<file path="src/design/skrs_pkg.sv">
`timescale 1ns / 1ps
// ----------------------------------------------------------------------------
// skrs_pkg
// Shared types and widths for the sum keyed record sorter.
// ----------------------------------------------------------------------------
package skrs_pkg;

    localparam int NAME_W  = 56;
    localparam int SCORE_W = 8;
    localparam int SCORES  = 5;
    localparam int TOTAL_W = 11;
    localparam int AVG_W   = 8;
    localparam int RANK_W  = 7;

    // Depth of the queue between front and back
    localparam int QUEUE_DEPTH = 2;

    // One stored record: name, scores (first score in the low byte), total
    typedef struct packed {
        logic [TOTAL_W-1:0]         total;
        logic [SCORES*SCORE_W-1:0]  scores;
        logic [NAME_W-1:0]          name;
    } entry_t;

    // One request on the queue: record plus end-of-set flag
    typedef struct packed {
        logic   last;
        entry_t ent;
    } item_t;

    // One result leaving the back end
    typedef struct packed {
        logic               last;
        logic [RANK_W-1:0]  rank;
        logic [AVG_W-1:0]   average;
        entry_t             ent;
    } result_t;

endpackage

</file>
<file path="src/design/sum_keyed_record_sorter_core.sv">
`timescale 1ns / 1ps
// ----------------------------------------------------------------------------
// sum_keyed_record_sorter_core
// Record sorter by descending score total, with stream input and output.
// ----------------------------------------------------------------------------
// Records arrive one per cycle on the s_ channel while s_tready is high and
// are stored with the sum of their five scores; up to RECORDS records form a
// set and further ones are dropped. A record with s_tlast high closes the set:
// the block then sorts it by descending total with an exchange sort (equal
// totals keep the order that this sort gives) and sends every record with its
// total, average and rank on the m_ channel, m_tlast on the final one. The
// sort sequencer walks the record memory through its single read port, one
// entry a cycle. During sort and output the first records of the next set
// wait in a two-entry queue.
// ----------------------------------------------------------------------------
module sum_keyed_record_sorter_core
    import skrs_pkg::*;
#(
    parameter int RECORDS    = 32,
    parameter int NAME_CHARS = 7
) (
    input  logic         aclk,
    input  logic         aresetn,
    input  logic         s_tvalid,
    output logic         s_tready,
    // record_name[55:0], score_a, score_b, score_c, score_d, score_e
    input  logic [95:0]  s_tdata,
    input  logic         s_tlast,
    output logic         m_tvalid,
    input  logic         m_tready,
    // out_name[55:0], out_score_a..e, out_total[10:0], out_average[7:0],
    // out_rank[6:0], zero padding
    output logic [127:0] m_tdata,
    output logic         m_tlast
);

    logic    fq_valid, fq_ready;
    item_t   fq_item;
    logic    qb_valid, qb_ready;
    item_t   qb_item;
    result_t res;

    skrs_front #(
        .NAME_CHARS (NAME_CHARS)
    ) u_front (
        .in_valid  (s_tvalid),
        .in_ready  (s_tready),
        .in_name   (s_tdata[NAME_W-1:0]),
        .in_scores (s_tdata[NAME_W +: SCORES*SCORE_W]),
        .in_last   (s_tlast),
        .out_valid (fq_valid),
        .out_ready (fq_ready),
        .out_item  (fq_item)
    );

    skrs_fifo u_fifo (
        .aclk      (aclk),
        .aresetn   (aresetn),
        .in_valid  (fq_valid),
        .in_ready  (fq_ready),
        .in_item   (fq_item),
        .out_valid (qb_valid),
        .out_ready (qb_ready),
        .out_item  (qb_item)
    );

    skrs_back #(
        .RECORDS (RECORDS)
    ) u_back (
        .aclk       (aclk),
        .aresetn    (aresetn),
        .in_valid   (qb_valid),
        .in_ready   (qb_ready),
        .in_item    (qb_item),
        .out_valid  (m_tvalid),
        .out_ready  (m_tready),
        .out_result (res)
    );

    // Pack the result onto the output stream
    assign m_tdata = {6'd0, res.rank, res.average, res.ent.total,
                      res.ent.scores, res.ent.name};
    assign m_tlast = res.last;

endmodule

</file>
<file path="src/design/skrs_front.sv">
`timescale 1ns / 1ps
// ----------------------------------------------------------------------------
// skrs_front
// Front end: unpacks an incoming record, trims the name to its configured
// character count and forms the total of the five scores.
// ----------------------------------------------------------------------------
module skrs_front
    import skrs_pkg::*;
#(
    parameter int NAME_CHARS = 7
) (
    input  logic                       in_valid,
    output logic                       in_ready,
    input  logic [NAME_W-1:0]          in_name,
    input  logic [SCORES*SCORE_W-1:0]  in_scores,
    input  logic                       in_last,
    output logic                       out_valid,
    input  logic                       out_ready,
    output item_t                      out_item
);

    localparam int NAME_BITS = (NAME_CHARS * 8 < NAME_W) ? NAME_CHARS * 8 : NAME_W;
    localparam logic [NAME_W-1:0] NAME_MASK =
        NAME_W'((65'(1) << NAME_BITS) - 65'(1));

    logic [TOTAL_W-1:0] total_sum;

    // Add the five scores
    always_comb begin
        total_sum = '0;
        for (int s = 0; s < SCORES; s++) begin
            total_sum = total_sum + TOTAL_W'(in_scores[s*SCORE_W +: SCORE_W]);
        end
    end

    // Build the queue request
    always_comb begin
        out_item.last       = in_last;
        out_item.ent.name   = in_name & NAME_MASK;
        out_item.ent.scores = in_scores;
        out_item.ent.total  = total_sum;
    end

    assign out_valid = in_valid;
    assign in_ready  = out_ready;

endmodule

</file>
<file path="src/design/skrs_fifo.sv">
`timescale 1ns / 1ps
// ----------------------------------------------------------------------------
// skrs_fifo
// Short request queue that decouples the front end from the sort sequencer.
// ----------------------------------------------------------------------------
module skrs_fifo
    import skrs_pkg::*;
(
    input  logic  aclk,
    input  logic  aresetn,
    input  logic  in_valid,
    output logic  in_ready,
    input  item_t in_item,
    output logic  out_valid,
    input  logic  out_ready,
    output item_t out_item
);

    localparam int PTR_W = (QUEUE_DEPTH > 1) ? $clog2(QUEUE_DEPTH) : 1;
    localparam int CNT_W = $clog2(QUEUE_DEPTH + 1);

    item_t              slot_reg [QUEUE_DEPTH];
    logic [PTR_W-1:0]   wr_ptr_reg, wr_ptr_next;
    logic [PTR_W-1:0]   rd_ptr_reg, rd_ptr_next;
    logic [CNT_W-1:0]   fill_reg, fill_next;
    logic               push, pop;

    assign in_ready  = (fill_reg != CNT_W'(QUEUE_DEPTH));
    assign out_valid = (fill_reg != '0);
    assign out_item  = slot_reg[rd_ptr_reg];
    assign push      = in_valid && in_ready;
    assign pop       = out_valid && out_ready;

    // Advance pointers and fill level
    always_comb begin
        wr_ptr_next = wr_ptr_reg;
        rd_ptr_next = rd_ptr_reg;
        fill_next   = fill_reg;
        if (push) begin
            wr_ptr_next = (wr_ptr_reg == PTR_W'(QUEUE_DEPTH - 1)) ? '0 : wr_ptr_reg + 1'b1;
        end
        if (pop) begin
            rd_ptr_next = (rd_ptr_reg == PTR_W'(QUEUE_DEPTH - 1)) ? '0 : rd_ptr_reg + 1'b1;
        end
        if (push && !pop) begin
            fill_next = fill_reg + 1'b1;
        end else if (pop && !push) begin
            fill_next = fill_reg - 1'b1;
        end
    end

    always_ff @(posedge aclk) begin
        if (!aresetn) begin
            wr_ptr_reg <= '0;
            rd_ptr_reg <= '0;
            fill_reg   <= '0;
        end else begin
            wr_ptr_reg <= wr_ptr_next;
            rd_ptr_reg <= rd_ptr_next;
            fill_reg   <= fill_next;
        end
    end

    // Hold queued payload
    always_ff @(posedge aclk) begin
        if (push) begin
            slot_reg[wr_ptr_reg] <= in_item;
        end
    end

endmodule

</file>
<file path="src/design/skrs_back.sv">
`timescale 1ns / 1ps
// ----------------------------------------------------------------------------
// skrs_back
// Back end: stores records in the record memory, runs the exchange sort on
// the closed set with one read and one write port, then streams the sorted
// records with total, average and rank through an output register.
// ----------------------------------------------------------------------------
module skrs_back
    import skrs_pkg::*;
#(
    parameter int RECORDS = 32
) (
    input  logic    aclk,
    input  logic    aresetn,
    input  logic    in_valid,
    output logic    in_ready,
    input  item_t   in_item,
    output logic    out_valid,
    input  logic    out_ready,
    output result_t out_result
);

    localparam int AW = $clog2(RECORDS);
    localparam int CW = $clog2(RECORDS + 1);
    localparam int AVG_PROD_W = TOTAL_W + 12;
    localparam logic [AVG_PROD_W-1:0] AVG_RECIP = AVG_PROD_W'(3277);
    localparam int AVG_SHIFT = 14;

    localparam logic [2:0] S_LOAD = 3'd0;
    localparam logic [2:0] S_RDI  = 3'd1;
    localparam logic [2:0] S_GETI = 3'd2;
    localparam logic [2:0] S_CMP  = 3'd3;
    localparam logic [2:0] S_WRI  = 3'd4;
    localparam logic [2:0] S_ORD  = 3'd5;
    localparam logic [2:0] S_OUT  = 3'd6;

    entry_t             mem [RECORDS];
    entry_t             rd_q;
    logic [AW-1:0]      rd_addr;
    logic               wr_en;
    logic [AW-1:0]      wr_addr;
    entry_t             wr_data;

    logic [2:0]         state_reg, state_next;
    logic [CW-1:0]      count_reg, count_next;
    logic [CW-1:0]      n_reg, n_next;
    logic [AW-1:0]      i_reg, i_next;
    logic [AW-1:0]      j_reg, j_next;
    logic [AW-1:0]      k_reg, k_next;
    entry_t             held_reg, held_next;
    result_t            out_reg;
    logic               out_valid_reg;
    logic               out_load;
    logic               out_free;
    logic [CW-1:0]      n_store;
    logic [CW-1:0]      n_last;
    logic [AVG_PROD_W-1:0] avg_prod;

    assign in_ready   = (state_reg == S_LOAD);
    assign out_free   = !out_valid_reg || out_ready;
    assign n_last     = n_reg - CW'(1);
    assign n_store    = (count_reg < CW'(RECORDS)) ? count_reg + CW'(1) : count_reg;
    assign avg_prod   = AVG_PROD_W'(rd_q.total) * AVG_RECIP;
    assign out_valid  = out_valid_reg;
    assign out_result = out_reg;

    // Sequence load, sort and output
    always_comb begin
        state_next = state_reg;
        count_next = count_reg;
        n_next     = n_reg;
        i_next     = i_reg;
        j_next     = j_reg;
        k_next     = k_reg;
        held_next  = held_reg;
        rd_addr    = k_reg;
        wr_en      = 1'b0;
        wr_addr    = AW'(count_reg);
        wr_data    = in_item.ent;
        out_load   = 1'b0;
        unique case (state_reg)
            S_LOAD: begin
                if (in_valid) begin
                    if (count_reg < CW'(RECORDS)) begin
                        wr_en      = 1'b1;
                        count_next = count_reg + CW'(1);
                    end
                    if (in_item.last) begin
                        n_next = n_store;
                        i_next = '0;
                        k_next = '0;
                        state_next = (n_store < CW'(2)) ? S_ORD : S_RDI;
                    end
                end
            end
            S_RDI: begin
                rd_addr    = i_reg;
                j_next     = i_reg + AW'(1);
                state_next = S_GETI;
            end
            S_GETI: begin
                held_next  = rd_q;
                rd_addr    = j_reg;
                state_next = S_CMP;
            end
            S_CMP: begin
                // swap the held entry with entry j on a strictly larger total
                if (held_reg.total < rd_q.total) begin
                    wr_en     = 1'b1;
                    wr_addr   = j_reg;
                    wr_data   = held_reg;
                    held_next = rd_q;
                end
                if (CW'(j_reg) == n_last) begin
                    state_next = S_WRI;
                end else begin
                    j_next  = j_reg + AW'(1);
                    rd_addr = j_reg + AW'(1);
                end
            end
            S_WRI: begin
                wr_en   = 1'b1;
                wr_addr = i_reg;
                wr_data = held_reg;
                i_next  = i_reg + AW'(1);
                if (CW'(i_reg) + CW'(1) >= n_last) begin
                    k_next     = '0;
                    state_next = S_ORD;
                end else begin
                    rd_addr    = i_reg + AW'(1);
                    j_next     = AW'(CW'(i_reg) + CW'(2));
                    state_next = S_GETI;
                end
            end
            S_ORD: begin
                rd_addr    = k_reg;
                state_next = S_OUT;
            end
            S_OUT: begin
                if (out_free) begin
                    out_load = 1'b1;
                    if (CW'(k_reg) == n_last) begin
                        count_next = '0;
                        state_next = S_LOAD;
                    end else begin
                        k_next  = k_reg + AW'(1);
                        rd_addr = k_reg + AW'(1);
                    end
                end else begin
                    rd_addr = k_reg;
                end
            end
            default: begin
                state_next = S_LOAD;
            end
        endcase
    end

    always_ff @(posedge aclk) begin
        if (!aresetn) begin
            state_reg     <= S_LOAD;
            count_reg     <= '0;
            out_valid_reg <= 1'b0;
        end else begin
            state_reg <= state_next;
            count_reg <= count_next;
            if (out_load) begin
                out_valid_reg <= 1'b1;
            end else if (out_ready) begin
                out_valid_reg <= 1'b0;
            end
        end
    end

    // Hold loop indexes and the entry under comparison
    always_ff @(posedge aclk) begin
        n_reg    <= n_next;
        i_reg    <= i_next;
        j_reg    <= j_next;
        k_reg    <= k_next;
        held_reg <= held_next;
    end

    // Record memory: one write port, one registered read port
    always_ff @(posedge aclk) begin
        if (wr_en) begin
            mem[wr_addr] <= wr_data;
        end
        rd_q <= mem[rd_addr];
    end

    // Load the output register with the next sorted record
    always_ff @(posedge aclk) begin
        if (out_load) begin
            out_reg.ent     <= rd_q;
            out_reg.average <= avg_prod[AVG_SHIFT +: AVG_W];
            out_reg.rank    <= RANK_W'(k_reg) + RANK_W'(1);
            out_reg.last    <= (CW'(k_reg) == n_last);
        end
    end

endmodule
</file>
<file path="config.mk">
export PLATFORM = sky130hd
export DESIGN_NAME = sum_keyed_record_sorter_core
export DESIGN_NICKNAME = d
export VERILOG_FILES = /design/src/design/skrs_pkg.sv /design/src/design/sum_keyed_record_sorter_core.sv /design/src/design/skrs_front.sv /design/src/design/skrs_fifo.sv /design/src/design/skrs_back.sv
export SDC_FILE = /design/constraint.sdc
export NUM_CORES = 2
export LEC_CHECK = 0
export BUFFER_PORTS_ARGS = -buffer_cell sky130_fd_sc_hd__buf_2
export CAP_MARGIN = 15
export CORE_MARGIN = 1.5
export CORE_UTILIZATION = 55
export CTS_CLUSTER_SIZE = 14
export DETAILED_ROUTE_END_ITERATION = 7
export GPL_TIMING_DRIVEN = 1
export PLACE_DENSITY = 0.75
export SLEW_MARGIN = 20
export SYNTH_ARGS = -nofsm -noshare
export SYNTH_HDL_FRONTEND = slang
export SYNTH_SLANG_ARGS = --single-unit
</file>
<file path="constraint.sdc">
create_clock -name aclk -period 9.31 [get_ports aclk]
set_input_delay 0 -clock aclk [delete_from_list [all_inputs] [get_ports aclk]]
set_output_delay 0 -clock aclk [all_outputs]
set_load 0.005 [all_outputs]
</file>
; ---- After elaboration in Yosys (flattened, before gate mapping)
; Memory sizes are Yosys's and may differ from the RTL's. A register that Yosys moved wholly into a read port is not among the register bits.
; Index checks and enable logic that the tools add are counted.
[op_classes]
reduce_logical = 24
n_lt_le_gt_ge = 4
n_eq_ne = 18
addsub = 16
multipliers = 1
muxes = 50
[op_table]
columns = cell, count
row1 = $pmux 107 s2, 2
row2 = $mux 107, 2
row3 = $mux 5, 10
row4 = $add 11x8->11, 3
row5 = $pmux 5 s3, 2
row6 = $pmux 5 s5, 1
row7 = $mux 6, 4
row8 = $mul 11x12->22 const B, 1
row9 = $mux 3, 7
row10 = $pmux 3 s7, 1
row11 = $pmux 5 s2, 2
row12 = $add 5x1->5 const B, 3
row13 = $mux 1, 15
row14 = $add 5x1->6 const B, 2
row15 = $eq 5x6->1, 2
row16 = $ne 2x1->1 const B, 6
row17 = $pmux 6 s2, 1
row18 = $reduce_bool 2->1, 6
row19 = $lt 11x11->1, 1
row20 = $add 8x8->9, 1
row21 = $eq 3x3->1 const B, 3
row22 = $reduce_and 3->1, 3
row23 = $ne 2x2->1 const B, 4
row24 = $reduce_and 4->1, 2
row25 = 20 further kinds, 29
[totals]
memories = 2
regBits = 265
out_inout_bits = 131
in_bits = 101
ramBits = 3640
[mem_list]
columns = name, words, word_bits, read_ports, rd_clocked_by_memory_dff, wr, line
row1 = u_back.mem, 32, 107, 1, 1, 1, skrs_back.sv:37  ; entry_t mem [RECORDS];
row2 = u_fifo.slot_reg, 2, 108, 1, 1, 1, skrs_fifo.sv:22  ; item_t slot_reg [QUEUE_DEPTH];

; ---- Depth between registers and ports, before layout
[logic_depth]
word_depth = 7
mapped_depth = 24
ltp_nobuf = 24

; ---- Modules after synthesis
; Synthesis repeated with hierarchy kept, for this count alone.
[hier_totals]
hier_cells = 9382
area_unflattened_um2 = 158747.3
[modules_own_cells]
columns = module, cells_each, instances, area_each_um2
row1 = skrs_back, 8777, 1, 148755.2
row2 = skrs_fifo, 360, 1, 8105.3
row3 = skrs_front, 238, 1, 1838.0
row4 = sum_keyed_record_sorter_core, 7, 1, 48.8

; ---- Worst setup path after synthesis
; Ideal clock, no wire load.
[synth_timing]
kind = flip-flop to flip-flop
start = reg u_back.rd_q[97] (netlist name)
end = mem u_back.mem[17][0] (netlist name) (enable)
period_less_slack_ps = 7687
arrival_ps = 7113
setup_time_ps = 574
slack_ps = 1623
required_ps = 8736
stages_incl_launch_ff = 14
path_cell_list = dfxtp_1 -> inv_1 -> ha_1 -> a21o_1 -> a21o_1 -> a21o_1 -> a21o_1 -> a21oi_1 -> o21ai_0 -> and3_1 -> nor2_1 -> a221o_1 -> nand3_1 -> nor2_1
[synth_between]
elab_chain_cells = 5
[synth_rtl]
columns = element, line
row1 = $lt 11x11->1 (*), skrs_back.sv:108  ; if (held_reg.total < rd_q.total) begin
row2 = $mux 1, skrs_back.sv:108
row3 = $pmux 1 s3, skrs_back.sv:81  ; unique case (state_reg)
row4 = $mux 1, skrs_back.sv:186  ; if (wr_en) begin
row5 = $mux 1 (implied by the code), skrs_back.sv:187  ; mem[wr_addr] <= wr_data;
row6 = to (decl), skrs_back.sv:37
; Mark *: on every way between the ends. The rest lies on a longest branch, timed or not.

; ---- Worst setup path in the final report
[layout_timing]
start = reg u_back.n_reg[0]
end = reg u_back.rd_q[62] (netlist name)
[layout_between]
elab_chain_cells = 5
[layout_rtl]
columns = element, line
row1 = from (decl), skrs_back.sv:46  ; logic [CW-1:0] n_reg, n_next;
row2 = from (signal assigned), skrs_back.sv:177  ; n_reg <= n_next;
row3 = $sub 6x1->6 (*), skrs_back.sv:61  ; assign n_last = n_reg - CW'(1);
row4 = "parallel branches: the longest is 3 deep, another holds $ge 6x6->1", --
row5 = $pmux 5 s5 (*), skrs_back.sv:81
; Mark *: on every way between the ends.
; A chain may end at the register's enable or synchronous reset.

==> flow_metrics.env <==
export IMPL_status="finished, final reports clean"
export IMPL_postRouteAntennaNets=0
export IMPL_hold_class="input pin to flop"
export IMPL_nFillCells=18800
export IMPL_fin_crit_ps=7140
export IMPL_skew_ps=43.1
export IMPL_ys_seq_area_frac=0.770
export IMPL_post_route_drc_count=0
export IMPL_critPathMaxFanout=113
export IMPL_cts_sinks=4012
export IMPL_layout_drive_gt1_share=0.103
export IMPL_drtIter0Drc=16600
export IMPL_yosys_top_cells_area="edfxtp_1, nand2_1, mux2i_1, nand3_1, a32oi_1"
export IMPL_routed_wl_um=448000
export IMPL_grt_total_usage=0.307
export IMPL_hold_viol=0
export IMPL_largest_reg_flops=3424
export IMPL_cts_tree="yes"
export IMPL_cts_resized=0
export IMPL_clk_latency_ps=910
export IMPL_rr_startpoint="u_back.n_reg[0]$_DFFE_PP_"
export IMPL_synth_xor_area_share=0.00343
export IMPL_clkSlewWorstSetupHoldPaths_ps=70
export IMPL_timing_fmax_mhz=140
export IMPL_dieArea_um2=285000
export IMPL_die_x_um=534
export IMPL_rrSetupSlack_ps=2170
export IMPL_start_util=0.554
export IMPL_htree_levels=5
export IMPL_rsz0062_at_grt="no"
export IMPL_syn_cell_area_um2=155000
export IMPL_ys_ff_latch=4012
export IMPL_reg2reg_depth=17
export IMPL_max_cap_violations=0
export IMPL_power_density_nw_per_um2=412
export IMPL_layout_commonest_cell="edfxtp_1"
export IMPL_tightest_slew_ps=1280
export IMPL_core_um2=280000
export IMPL_syn_area_per_cell_um2=14.8
export IMPL_vdd_drop_max_mv=0.681
export IMPL_floorplan_rows=194
export IMPL_grt_pass1_vias=93300
export IMPL_startpoint_type="flop"
export IMPL_synth_adder_area_share=0.0146
export IMPL_syn2layout_area_growth_pct=13.5
export IMPL_gr_total_overflow=0
export IMPL_synth_top_cell_by_area="edfxtp_1"
export IMPL_final_nets=11100
export IMPL_leakage_uw=0.0591
export IMPL_num_vias=97000
export IMPL_root_buffer="clkbuf_16"
export IMPL_async_reset_ff_frac=0
export IMPL_chipHeight_um=534
export IMPL_antenna_found_initial=4
export IMPL_yosysWarnings=0
export IMPL_grt_pass1_wl_um=635000
export IMPL_gp_congestion=0.880
export IMPL_setup_viol=0
export IMPL_worst_hold_path_num_cells=4
export IMPL_io_pins=232
export IMPL_power_total_uw=72400
export IMPL_hold_start="s_tdata[89]"
export IMPL_worst_setup_path_type="flop to flop"
export IMPL_clockBufferDepth=4
export IMPL_dp_hpwl_um=209000
export IMPL_synth_top_cell_area_share=0.754
export IMPL_mostFrequentLayoutCells="edfxtp_1, nand2_1, nand3_1, mux2i_1, a32oi_1"
export IMPL_synth_top_family_by_area="simple AND/OR/NAND/NOR gates"
export IMPL_whs_ps=216
export IMPL_viasPerCell=6.52
export IMPL_post_route_period_util=0.767
export IMPL_setup_tns_final_ps=0
export IMPL_synth_edf_count=3890
export IMPL_cts_buffers_inserted=382
export IMPL_drt_pass1_iterations=6
export IMPL_slew_headroom=0.148
export IMPL_post_cts_buffers=0
export IMPL_synth_cells=10500
export IMPL_synthSimpleGateAreaFrac=0.113
export IMPL_drv_slew=0
export IMPL_synth_compound_area_frac=0.0434
export IMPL_synthMuxAreaShare=0.0349
export IMPL_worst_r2r_endpoint="u_back.rd_q[62]$_DFF_P_"
export IMPL_wire_per_inst_um=30.1
export IMPL_grt_max_degree=163
export IMPL_timing_critical_path_from="u_back.n_reg[0]$_DFFE_PP_"
export IMPL_port_buffers=224
export IMPL_crit_path_end_kind="flop"
export IMPL_synth_cell_types=70
export IMPL_cp_data_arrival_time_ps=7970
export IMPL_cp_required_ps=10130
export IMPL_synth_ff_type="edfxtp_1"
export IMPL_hold_end="u_fifo.slot_reg[0][97]$_DFFE_PP_"
-- synth_stat cells, drive strengths merged (106+ instances only) --
master and n:
edfxtp 3890, nand2 2604, nand3 886, mux2i 539, a32oi 429, buf 316, clkbuf 287, a21oi 250
nor2 188, inv 135, nor3 123, dfxtp 122, and3 120, nand4 109, o2111ai 106
-- power breakdown --
| group | internal, uW | switching (uW) | total [uW] |
|---|---|---|---|
| Sequential | 25200 | 930 | 26100 |
| Clock | 8830 | 6590 | 15400 |
| Combinational | 8830 | 22000 | 30900 |
| Total | 42800 | 29600 | 72400 |
-- routing by layer --
metal	up-vias	wire length [um]	global-route usage
li1	39900	-	-
met1	47800	157000	0.415
met2	8030	206000	0.482
met3	1271	61100	0.0636
met4	0	23100	0.143
met5	-	0	0
-- critical path: stages, from the launching register on --
cell       delay [ps]
edfxtp_1          500
inv_1             150
ha_1              260
nor3b_1           350
xnor2_1           230
ha_1              310
a21o_1            200
a221oi_1          970
a32oi_1           260
a21oi_1           340
or3b_4            810
buf_12            600
buf_4             850
nand2_1           140
a32oi_1           240
and3_1            200
o2111ai_1         150
nor3_1            210
-- per-stage QoR --
stage	setup WS (ps)	std cells	instance area, um2	utilization
floorplan	1620	10500	155000	-
global placement	2630	14000	161000	0.574
detailed placement	2450	14000	161000	0.575
CTS	2360	14900	175000	0.626
global route	1970	14900	176000	0.628
finish	2170	14900	176000	0.628
-- worst max-delay path by stage --
| stage | slack, ps | cells past startpoint | to |
|---|---|---|---|
| CTS | 2360 | 17 | u_back.rd_q[62]$_DFF_P_ |
| global route | 1970 | 17 | u_back.rd_q[62]$_DFF_P_ |
| global placement | 2630 | 17 | u_back.rd_q[51]$_DFF_P_ |
| detailed placement | 2450 | 17 | u_back.rd_q[65]$_DFF_P_ |
| floorplan | 1620 | 13 | u_back.mem[17][0]$_DFFE_PP_ |
| finish | 2170 | 17 | u_back.rd_q[62]$_DFF_P_ |
-- layout make-up --
class,count,area [um2],share of cell area
multi-input combinational,5719,33800,0.192
clock inverter,171,1790,0.0102
timing repair buffer,601,5240,0.0298
clock buffer,521,10500,0.0598
antenna,4,10.0,0.0000569
tap,3724,4660,0.0265
inverter,137,514,0.00292
sequential,4012,119000,0.678
-- kinds of logic after synthesis --
| family | after synthesis |
|---|---|
| AO/OA/AOI/OAI | 884 |
| other | 1 |
| adder cells (fa/ha/maj) | 152 |
| XOR/XNOR | 56 |
| buffers and inverters | 740 |
| AND/OR/NAND/NOR | 4080 |
| flip-flops | 4012 |
| multiplexers | 540 |
-- repair_timing --
| action | in CTS | in global routing |
|---|---|---|
| hold buffers | 203 | 0 |
| hold endpoints to repair | 258 | 0 |
| setup endpoints to repair | 0 | 0 |
Note: power is estimated with default switching activity, not from simulation.
